**src/rtl/core/cai_pkg.sv**
```systemverilog
// ----------------------------------------------------------------------------
// cai_pkg: shared types and constants of the circular arc interpolator
// Fixed-point formats, CORDIC arctangent table and control structs used
// between the sequencer and its arithmetic units.
// ----------------------------------------------------------------------------
package cai_pkg;

  // Sizing of the iterative units
  localparam int CORDIC_ITERS    = 32;
  localparam int CORDIC_TAB_LEN  = 40;
  localparam int CORDIC_N        = (CORDIC_ITERS > CORDIC_TAB_LEN) ? CORDIC_TAB_LEN
                                                                   : CORDIC_ITERS;
  localparam int STEP_COUNT_BITS = 24;
  localparam int ITW             = 6;   // iteration counter width
  localparam int XW              = 48;  // CORDIC x/y datapath width
  localparam int ZW              = 36;  // CORDIC angle accumulator width

  // Port payload widths
  localparam int IN_DATA_W  = 200;
  localparam int OUT_DATA_W = 96;

  // Opcodes carried in the input tuser
  localparam logic OP_START = 1'b0;
  localparam logic OP_STEP  = 1'b1;

  // Configuration register indexes
  localparam logic CFG_AXIS_TOL = 1'b0;
  localparam logic CFG_CHORD    = 1'b1;

  // Angles as turn fractions, 33 bits so a full turn is representable
  localparam logic [32:0] TURN_Q1   = 33'h040000000;
  localparam logic [32:0] TURN_HALF = 33'h080000000;
  localparam logic [32:0] TURN_Q3   = 33'h0C0000000;
  localparam logic [32:0] TURN_FULL = 33'h100000000;

  localparam logic [29:0] TURN_PER_RAD = 30'd683565276;
  localparam logic [31:0] CORDIC_K_Q30 = 32'd652032874;

  localparam logic [32:0] STEP_MAX = 33'((64'd1 << STEP_COUNT_BITS) - 64'd1);

  typedef enum logic {
    CM_ROTATE,
    CM_VECTOR
  } cordic_mode_t;

  typedef struct packed {
    logic         start;
    cordic_mode_t mode;
  } cordic_ctl_t;

  typedef struct packed {
    logic busy;
    logic done;
  } unit_sts_t;

  // atan(2^-i) in turn fractions
  function automatic logic [31:0] atan_entry(input logic [ITW-1:0] idx);
    logic [31:0] v;
    unique case (idx)
      6'd0:  v = 32'h20000000;
      6'd1:  v = 32'h12E4051E;
      6'd2:  v = 32'h09FB385B;
      6'd3:  v = 32'h051111D4;
      6'd4:  v = 32'h028B0D43;
      6'd5:  v = 32'h0145D7E1;
      6'd6:  v = 32'h00A2F61E;
      6'd7:  v = 32'h00517C55;
      6'd8:  v = 32'h0028BE53;
      6'd9:  v = 32'h00145F2F;
      6'd10: v = 32'h000A2F98;
      6'd11: v = 32'h000517CC;
      6'd12: v = 32'h00028BE6;
      6'd13: v = 32'h000145F3;
      6'd14: v = 32'h0000A2FA;
      6'd15: v = 32'h0000517D;
      6'd16: v = 32'h000028BE;
      6'd17: v = 32'h0000145F;
      6'd18: v = 32'h00000A30;
      6'd19: v = 32'h00000518;
      6'd20: v = 32'h0000028C;
      6'd21: v = 32'h00000146;
      6'd22: v = 32'h000000A3;
      6'd23: v = 32'h00000051;
      6'd24: v = 32'h00000029;
      6'd25: v = 32'h00000014;
      6'd26: v = 32'h0000000A;
      6'd27: v = 32'h00000005;
      6'd28: v = 32'h00000003;
      6'd29: v = 32'h00000001;
      6'd30: v = 32'h00000001;
      default: v = 32'h00000000;
    endcase
    return v;
  endfunction

endpackage

```
**src/rtl/core/cai_div.sv**
```systemverilog
// ----------------------------------------------------------------------------
// cai_div: restoring divider
// 64-bit dividend over 32-bit divisor, one quotient bit per cycle.
// ----------------------------------------------------------------------------
module cai_div (
  input  logic               clk,
  input  logic               rst_n,
  input  logic               start,
  input  logic [63:0]        dividend,
  input  logic [31:0]        divisor,
  output cai_pkg::unit_sts_t sts,
  output logic [63:0]        quotient
);

  logic [63:0] dvd_r;
  logic [31:0] rem_r, dvs_r;
  logic [32:0] trial, diff;
  logic [5:0]  cnt_r;
  logic        busy_r, done_r, ge;

  // Trial subtract of the next remainder
  always_comb begin
    trial = {rem_r, dvd_r[63]};
    diff  = trial - {1'b0, dvs_r};
    ge    = (trial >= {1'b0, dvs_r});
  end

  always_ff @(posedge clk) begin
    if (!rst_n) begin
      busy_r <= 1'b0;
      done_r <= 1'b0;
      cnt_r  <= '0;
    end else if (start) begin
      dvd_r  <= dividend;
      dvs_r  <= divisor;
      rem_r  <= '0;
      cnt_r  <= '0;
      busy_r <= 1'b1;
      done_r <= 1'b0;
    end else if (busy_r) begin
      rem_r <= ge ? diff[31:0] : trial[31:0];
      dvd_r <= {dvd_r[62:0], ge};
      cnt_r <= cnt_r + 1'b1;
      if (cnt_r == 6'd63) begin
        busy_r <= 1'b0;
        done_r <= 1'b1;
      end
    end else begin
      done_r <= 1'b0;
    end
  end

  assign sts.busy = busy_r;
  assign sts.done = done_r;
  assign quotient = dvd_r;

endmodule

```
**config.mk**
```make
export PLATFORM = sky130hd
export DESIGN_NAME = cai_div
export DESIGN_NICKNAME = d
export VERILOG_FILES = /design/src/rtl/core/cai_pkg.sv /design/src/rtl/core/cai_div.sv
export SDC_FILE = /design/constraint.sdc
export NUM_CORES = 1
export LEC_CHECK = 0
export BUFFER_PORTS_ARGS = -buffer_cell sky130_fd_sc_hd__buf_4
export CAP_MARGIN = 30
export CORE_ASPECT_RATIO = 0.75
export CORE_MARGIN = 5
export CORE_UTILIZATION = 54
export CTS_CLUSTER_SIZE = 10
export DETAILED_ROUTE_END_ITERATION = 8
export MAX_ROUTING_LAYER = met4
export PLACE_DENSITY = 0.84
export SLEW_MARGIN = 20
export SYNTH_ARGS = -nofsm -noshare
export SYNTH_HDL_FRONTEND = slang
export SYNTH_SLANG_ARGS = --single-unit
```
**constraint.sdc**
```tcl
create_clock -name clk -period 11.7 [get_ports clk]
set_input_delay 2.34 -clock clk [delete_from_list [all_inputs] [get_ports clk]]
set_output_delay 2.34 -clock clk [all_outputs]
set_load 0.02 [all_outputs]
```
==> results of run 1 <==
-- cells in the final DEF, fill, tap and decap left out, drive strengths merged, types with 2 or more instances in the layout --
cell type  instances
o21a               7
clkinv             6
dfxtp              8
nand2             19
a211oi            12
and3               5
clkbuf            20
o22ai              2
a21o              16
nor2              48
nand3             12
a31oi              3
edfxtp           128
o211ai             5
o21bai             4
mux2i             26
nor4               5
and4               3
nand2b             3
bufinv             4
mux2              64
or3                2
nor3               4
nand4             10
and2               2
buf              168
xor2              11
ha                33
a21oi             32
inv               40
xnor2             20
nor2b              3
o21ai             18
-- routing by layer --
metal	up-vias	global-route usage (%)
li1	2488	-
met4	0	7.527
met3	24	8.538
met2	187	37.46
met1	2541	28.67
met5	-	-
-- cell type report --
| cell class | instances | area share, % |
|---|---|---|
| Sequential cell | 136 | 43.45 |
| Multi-Input combinational cell | 378 | 32.09 |
| Timing Repair Buffer | 168 | 13.91 |
| Clock buffer | 20 | 4.739 |
| Tap cell | 171 | 2.322 |
| Clock inverter | 12 | 1.901 |
| Inverter | 39 | 1.589 |
-- power breakdown --
| part | leakage [nW] | internal (mW) | switching [mW] | total (mW) |
|---|---|---|---|---|
| clock network | 0.294 | 0.356 | 0.204 | 0.560 |
| registers | 1.29 | 0.581 | 0.0197 | 0.601 |
| logic | 2.30 | 0.145 | 0.175 | 0.320 |
| total | 3.88 | 1.08 | 0.399 | 1.48 |
-- state kept, by name, indices dropped and copies added (netlist names) --
signal,flops
busy_r,1
rem_r,32
done_r,1
quotient,64
dvs_r,32
cnt_r,6
-- cells by family after synthesis --
logic type,after synthesis,share of synthesized area (%)
flops,136,55.50
simple gates,118,7.787
compound gates,105,9.626
mux,90,13.60
buf+inv,63,3.729
fa+ha+maj,34,6.001
xor+xnor,31,3.763
-- critical path, delay by kind of cell --
kind / cells / cell delay (ps)
buffers and inverters: 2 / 1140
AOI/OAI and AO/OA: 1 / 470
-- worst paths after layout --
| check | slack (ps) | start | cells past startpoint | end |
|---|---|---|---|---|
| worst max-delay path | 7710 | start | 3 | quotient[60]$_DFFE_PP_ |
| worst min-delay path | 510 | done_r$_SDFFE_PP0P_ | 2 | done_r$_SDFFE_PP0P_ |
| worst min register to register | 510 | done_r$_SDFFE_PP0P_ | 2 | done_r$_SDFFE_PP0P_ |
| worst max register to register | 7830 | rem_r[0]$_SDFFCE_PP0P_ | 12 | rem_r[28]$_SDFFCE_PP0P_ |
==> summary.md, run 1 <==
| Metric | Value |
|---|---|
| Status | `finished, final reports clean` |
| N_diodes | `0` |
| Unrepaired setup endpoints after global routing | `false` |
| Critical path's slowest cell | `buf_4` |
| Worst skew pair latency | `around 430 ps` |
| Final RePlAce weighted congestion | `0.9344` |
| Final HPWL DP | `~13 mm` |
| Max VDD drop | `about 120 µV` |
| Post-cts resize count | `0` |
| Max-Cap Viols | `0` |
| Worst-margin pin slew | `~900 ps` |
| I/O pin cnt | `around 170` |
| Layout Nets | `around 870` |
| CTS tree | `yes` |
| Overall die width | `approximately 140 µm` |
| Tightest hold margin | `511.0 ps` |
| Vias in the first global route | `~5,300` |
| EDFF count, synth | `between 100 and 150` |
| Synth Flop Type | `edfxtp_1` |
| Wire length per cell | `roughly 19 µm` |
| WS Path Type | `input port to flip-flop` |
| Placed insts | `892` |
| Pwr/cell area | `about 160 nW/µm²` |
| Metal2 WL | `8.634 mm` |
| Post-CTS Setup Bufs | `0` |
| Initial Utilization | `approximately 55%` |
| DIE AREA | `around 16,000 µm²` |
| Routed Antenna Nets | `0` |
| Setup WS post-layout | `7706 ps` |
| Fin util | `between 70% and 80%` |
| Final Hold Viols | `0` |
| P&R area growth vs syn | `27.71%` |
| Post-synth net total | `~700` |
| Tmin final | `~4000 ps` |
| Fmax | `about 250 MHz` |
| Initial DRC count | `about 450` |
| Area of the core | `between 10,000 and 15,000 µm²` |
| Vias per std cell | `between 5 and 6` |
| Final instance area | `roughly 9000 µm²` |
| Critical Path RT | `about 12,000 ps` |
| Top-count cell post-synth | `edfxtp_1` |
| Netlist Area Pre-Place | `approximately 7200 µm²` |
| Seq/Total Area, Yosys | `a little under three fifths` |
| Metal-1 WL | `~7.3 mm` |
| Num Clock Sinks | `136` |
| Final cell count without fillers | `about 920` |
| CTS buffer count | `17` |
| Global-route wire length before repair | `about 28 mm` |
| Setup TNS | `0 ps` |
| Final Skew | `between 10 and 15 ps` |
| Drt drc | `0` |
| H-tree depth | `4` |
| Worst path cell trace | `buf_4, o21a_4, buf_4` |
| Clock Tree Buf Depth | `2` |
| CTS root buf | `clkbuf_16` |
| Synth Register Bits | `136` |
| Dominant cells by area after synthesis | `edfxtp_1 53%, mux2_2 10%, ha_1 5.7%, mux2i_1 3.6%, nor2_1 2.5%` |
| Filler Cells Inserted | `889` |
| Vias post-DR | `around 5,200` |
| Initial antenna violation count | `0` |
| CP Launch Type | `input port` |
| Maximum number of pins on one net before global-route repair | `67` |
| Power, Total | `~1.5 mW` |
| Met3 WL post-DR | `1.513 mm` |
| Min-delay worst type | `flip-flop to flip-flop` |
| Crit share post-route | `34.13%` |
| Overflow after GRT | `0` |
| Worst path most repeated cell | `buf_4` |
| Synth unique cells | `46` |
| Max incr delay on CP | `about 760 ps` |
| Fin. max-slew vios | `0` |
| Yosys top cell by area | `edfxtp_1` |
| DRT Pass-1 Iters | `5` |
| Routed wire length | `between 15 and 20 mm` |
| Reg clk slew, reported paths | `approximately 60 ps` |
| Pleak | `between 3 and 4 nW` |
| Synth top area share | `53.28%` |
| Setup violations, final | `0` |
| Placed instance area | `8602 µm²` |
| Die height | `between 100 and 150 µm` |
| Layout cells sized above 1 | `between 30% and 40%` |
| Row count | `36` |
| Max Used Layer | `met4` |
| Yosys warnings | `0` |
| CP endpoint kind | `flip-flop` |
| Seq. cell area | `between 4000 and 5000 µm²` |
| IO buf count | `between 150 and 200` |
| Post-Syn Instances | `around 580` |
| Hold buffers post-CTS | `0` |
| GRT Total Usage | `a little under a quarter` |
| Synthesized area per cell | `approximately 13 µm²` |
| Area of the multi-input gates | `~3000 µm²` |
| Synth cell count leaders | `128 x edfxtp_1, 64 x mux2_2, 48 x nor2_1` |
| Crit path max fanout | `66` |
| Pre-CTS WS | `7299 ps` |
| Worst EP arrival | `between 4000 and 5000 ps` |
| Slew HR | `roughly two fifths` |
| Share of synthesized flip-flops with an asynchronous set or reset | `0%` |
(Power assumes the default switching activity.)
==> run 2: changes to the inputs <==
--- a/config.mk
+++ b/config.mk
@@ -9,11 +9,11 @@
 export CAP_MARGIN = 30
 export CORE_ASPECT_RATIO = 0.75
 export CORE_MARGIN = 5
-export CORE_UTILIZATION = 54
+export CORE_UTILIZATION = 49
 export CTS_CLUSTER_SIZE = 10
 export DETAILED_ROUTE_END_ITERATION = 8
 export MAX_ROUTING_LAYER = met4
-export PLACE_DENSITY = 0.84
+export PLACE_DENSITY = 0.8
 export SLEW_MARGIN = 20
 export SYNTH_ARGS = -nofsm -noshare
 export SYNTH_HDL_FRONTEND = slang
==> constraint.sdc (replaced) <==
create_clock -name clk -period 3.53 [get_ports clk]
set_input_delay 0.706 -clock clk [delete_from_list [all_inputs] [get_ports clk]]
set_output_delay 0.706 -clock clk [all_outputs]
set_load 0.02 [all_outputs]
==> run 2 against run 1 <==
- count of clock-buffer cells in the layout fell by 2
- sequential share of layout area fell by 0.63 points
- critical path type is now flip-flop to flip-flop
- first-iteration DRC count fell by 44%
==> summary.md, run 2 (synthesis results as in run 1) <==
| Metric | Value |
|---|---|
| Status | `finished, final reports clean` |
| Internal power | `about 3.6 mW` |
| Layout Nets | `between 800 and 900` |
| Initial DRC count | `around 260` |
| Die height | `115.1 µm` |
| Seq pwr share | `between 40 and 50%` |
| FF-to-FF path depth | `13` |
| Overall die width | `~150 µm` |
| Vias post-DR | `roughly 5,200` |
| Overflow after GRT | `0` |
| Initial Utilization | `approximately half` |
| P&R area growth vs syn | `29.59%` |
| Clock share of power | `a little under two fifths` |
| Setup violations, final | `0` |
| Comb pwr share | `approximately 22%` |
| Vias in the first global route | `approximately 5,400` |
| Final HPWL DP | `roughly 13 mm` |
| Worst skew pair latency | `410 ps` |
| Crit path max fanout | `10` |
| Final RePlAce weighted congestion | `between 0.9 and 1` |
| Seq. cell area | `between 4000 and 5000 µm²` |
| Pleak | `roughly 4 nW` |
| Fmax | `approximately 300 MHz` |
| Initial antenna violation count | `0` |
| Commonest non-fill, non-tap cell in the layout | `buf_4` |
| IO buf count | `approximately 160` |
| Wire length per cell | `roughly 18 µm` |
| Filler Cells Inserted | `between 1,000 and 1,500` |
| Fin. max-slew vios | `0` |
| Hold buffers post-CTS | `0` |
| GRT Total Usage | `~21%` |
| Worst setup path end | `rem_r[3]$_SDFFCE_PP0P_` |
| Sw power | `between 1 and 1.5 mW` |
| Min-delay worst type | `input port to flip-flop` |
| Most frequent cells in the layout | `180 x buf_4, 128 x edfxtp_1, 64 x mux2_2, 48 x nor2_1, 39 x inv_1` |
| CTS root buf | `clkbuf_16` |
| CP Launch Type | `flip-flop` |
| Pwr/cell area | `523.4 nW/µm²` |
| CTS buffer count | `17` |
| Unrepaired setup endpoints after global routing | `false` |
| Max VDD drop | `roughly 330 µV` |
| Final Skew | `11.01 ps` |
| RR Endpoint | `rem_r[3]$_SDFFCE_PP0P_` |
| DRT Pass-1 Iters | `5` |
| Critical Path RT | `3680 ps` |
| Slew HR | `a little under three fifths` |
| Crit share post-route | `about 90%` |
| Post-cts resize count | `0` |
| Layout cells sized above 1 | `between 30% and 40%` |
| Tmin final | `approximately 3200 ps` |
| Routed wire length | `~17 mm` |
| Area of the multi-input gates | `2957 µm²` |
| Setup crit start | `rem_r[0]$_SDFFCE_PP0P_` |
| N_diodes | `0` |
| Vias per std cell | `5.400` |
| Setup TNS | `0 ps` |
| Worst hold start | `divisor[3]` |
| I/O pin cnt | `~170` |
| Reg2reg start | `rem_r[0]$_SDFFCE_PP0P_` |
| Row count | `38` |
| Power, Total | `approximately 4.9 mW` |
| Reg clk slew, reported paths | `roughly 60 ps` |
| FF-to-FF setup slack | `280 ps` |
| CP endpoint kind | `flip-flop` |
| Max FFs per register | `64` |
| Worst EP arrival | `roughly 3400 ps` |
| Global-route wire length before repair | `~27 mm` |
| H-tree depth | `4` |
| CTS tree | `yes` |
| Worst-margin pin slew | `around 650 ps` |
| Area of the core | `about 14,000 µm²` |
| Sw Share | `between 20% and 30%` |
| Clock Tree Buf Depth | `2` |
| Routed Antenna Nets | `0` |
| Max-Cap Viols | `0` |
| DIE AREA | `approximately 17,000 µm²` |
| Final Hold Viols | `0` |
| Maximum number of pins on one net before global-route repair | `between 40 and 50` |
| WS Path Type | `flip-flop to flip-flop` |
| Num Clock Sinks | `~140` |
| Drt drc | `0` |
## run 2: metal layers
metal  share of wire [%]  track usage [%]  up-vias  wire (µm)
met4                 1.0            4.936        0        178
li1                    -                -     2498          -
met1                  42            24.67     2514       7287
met5                   0                -        -          0
met2                  47            32.54      186       8190
met3                 9.7            9.377       18       1674
## run 2: metrics by stage
stage                     std cells  utilization [%]  hold slack, ps  cell area, µm²  setup WS (ps)
after floorplan                 577                -           458.4            7216          545.7
after global placement          926            59.97           471.7            8668          258.4
after detailed placement        926            59.97           499.0            8668          64.82
after global routing            966            64.68           442.9            9349          66.83
final                           966            64.68           467.1            9349          280.3
after CTS                       957            64.13           446.0            9269          61.29
## run 2: cell type report
type | count | area share [%]
clock buffers | 18 | 4.590
well taps | 200 | 2.677
inverters | 39 | 1.566
clock inverters | 13 | 1.834
flip-flops and latches | 136 | 42.83
repair buffers | 182 | 14.88
multi-input cells | 378 | 31.62
## run 2: worst min path at each step
stage	endpoint	slack, ps	cells after the start
after CTS	dvs_r[26]$_DFFE_PP_	450	1
after detailed placement	cnt_r[5]$_SDFFE_PP0P_	500	2
after global placement	cnt_r[5]$_SDFFE_PP0P_	470	2
after floorplan	cnt_r[5]$_SDFFE_PP0P_	460	2
after global routing	dvs_r[31]$_DFFE_PP_	440	1
final	dvs_r[3]$_DFFE_PP_	470	1
## run 2: what timing repair did
| item | CTS | global route |
|---|---|---|
| endpoints found under the hold margin | 0 | 0 |
| setup endpoints to repair | 0 | 17 |
| buffers inserted | 0 | 9 |
## run 2: power by group through the flow
stage | Clock, mW | Combinational [mW] | Sequential (mW)
floorplan | 0 | 0.685 | 2.06
global placement | 0 | 1.02 | 2.01
detailed placement | 0 | 1.06 | 2.02
CTS | 1.85 | 1.06 | 1.99
global route | 1.92 | 1.19 | 2.00
finish | 1.81 | 1.09 | 1.99
## run 2: critical path, cell delays in order (launching register included)
cell and delay [ps]:
edfxtp_1 420, ha_1 340, nor2b_1 150, o21ai_1 170, o211ai_1 200, a21o_1 230, o21ai_2 210, o21ai_2 140
a211oi_4 420, o21ai_4 120, buf_12 170, buf_4 170, mux2i_1 160, nor2_1 70
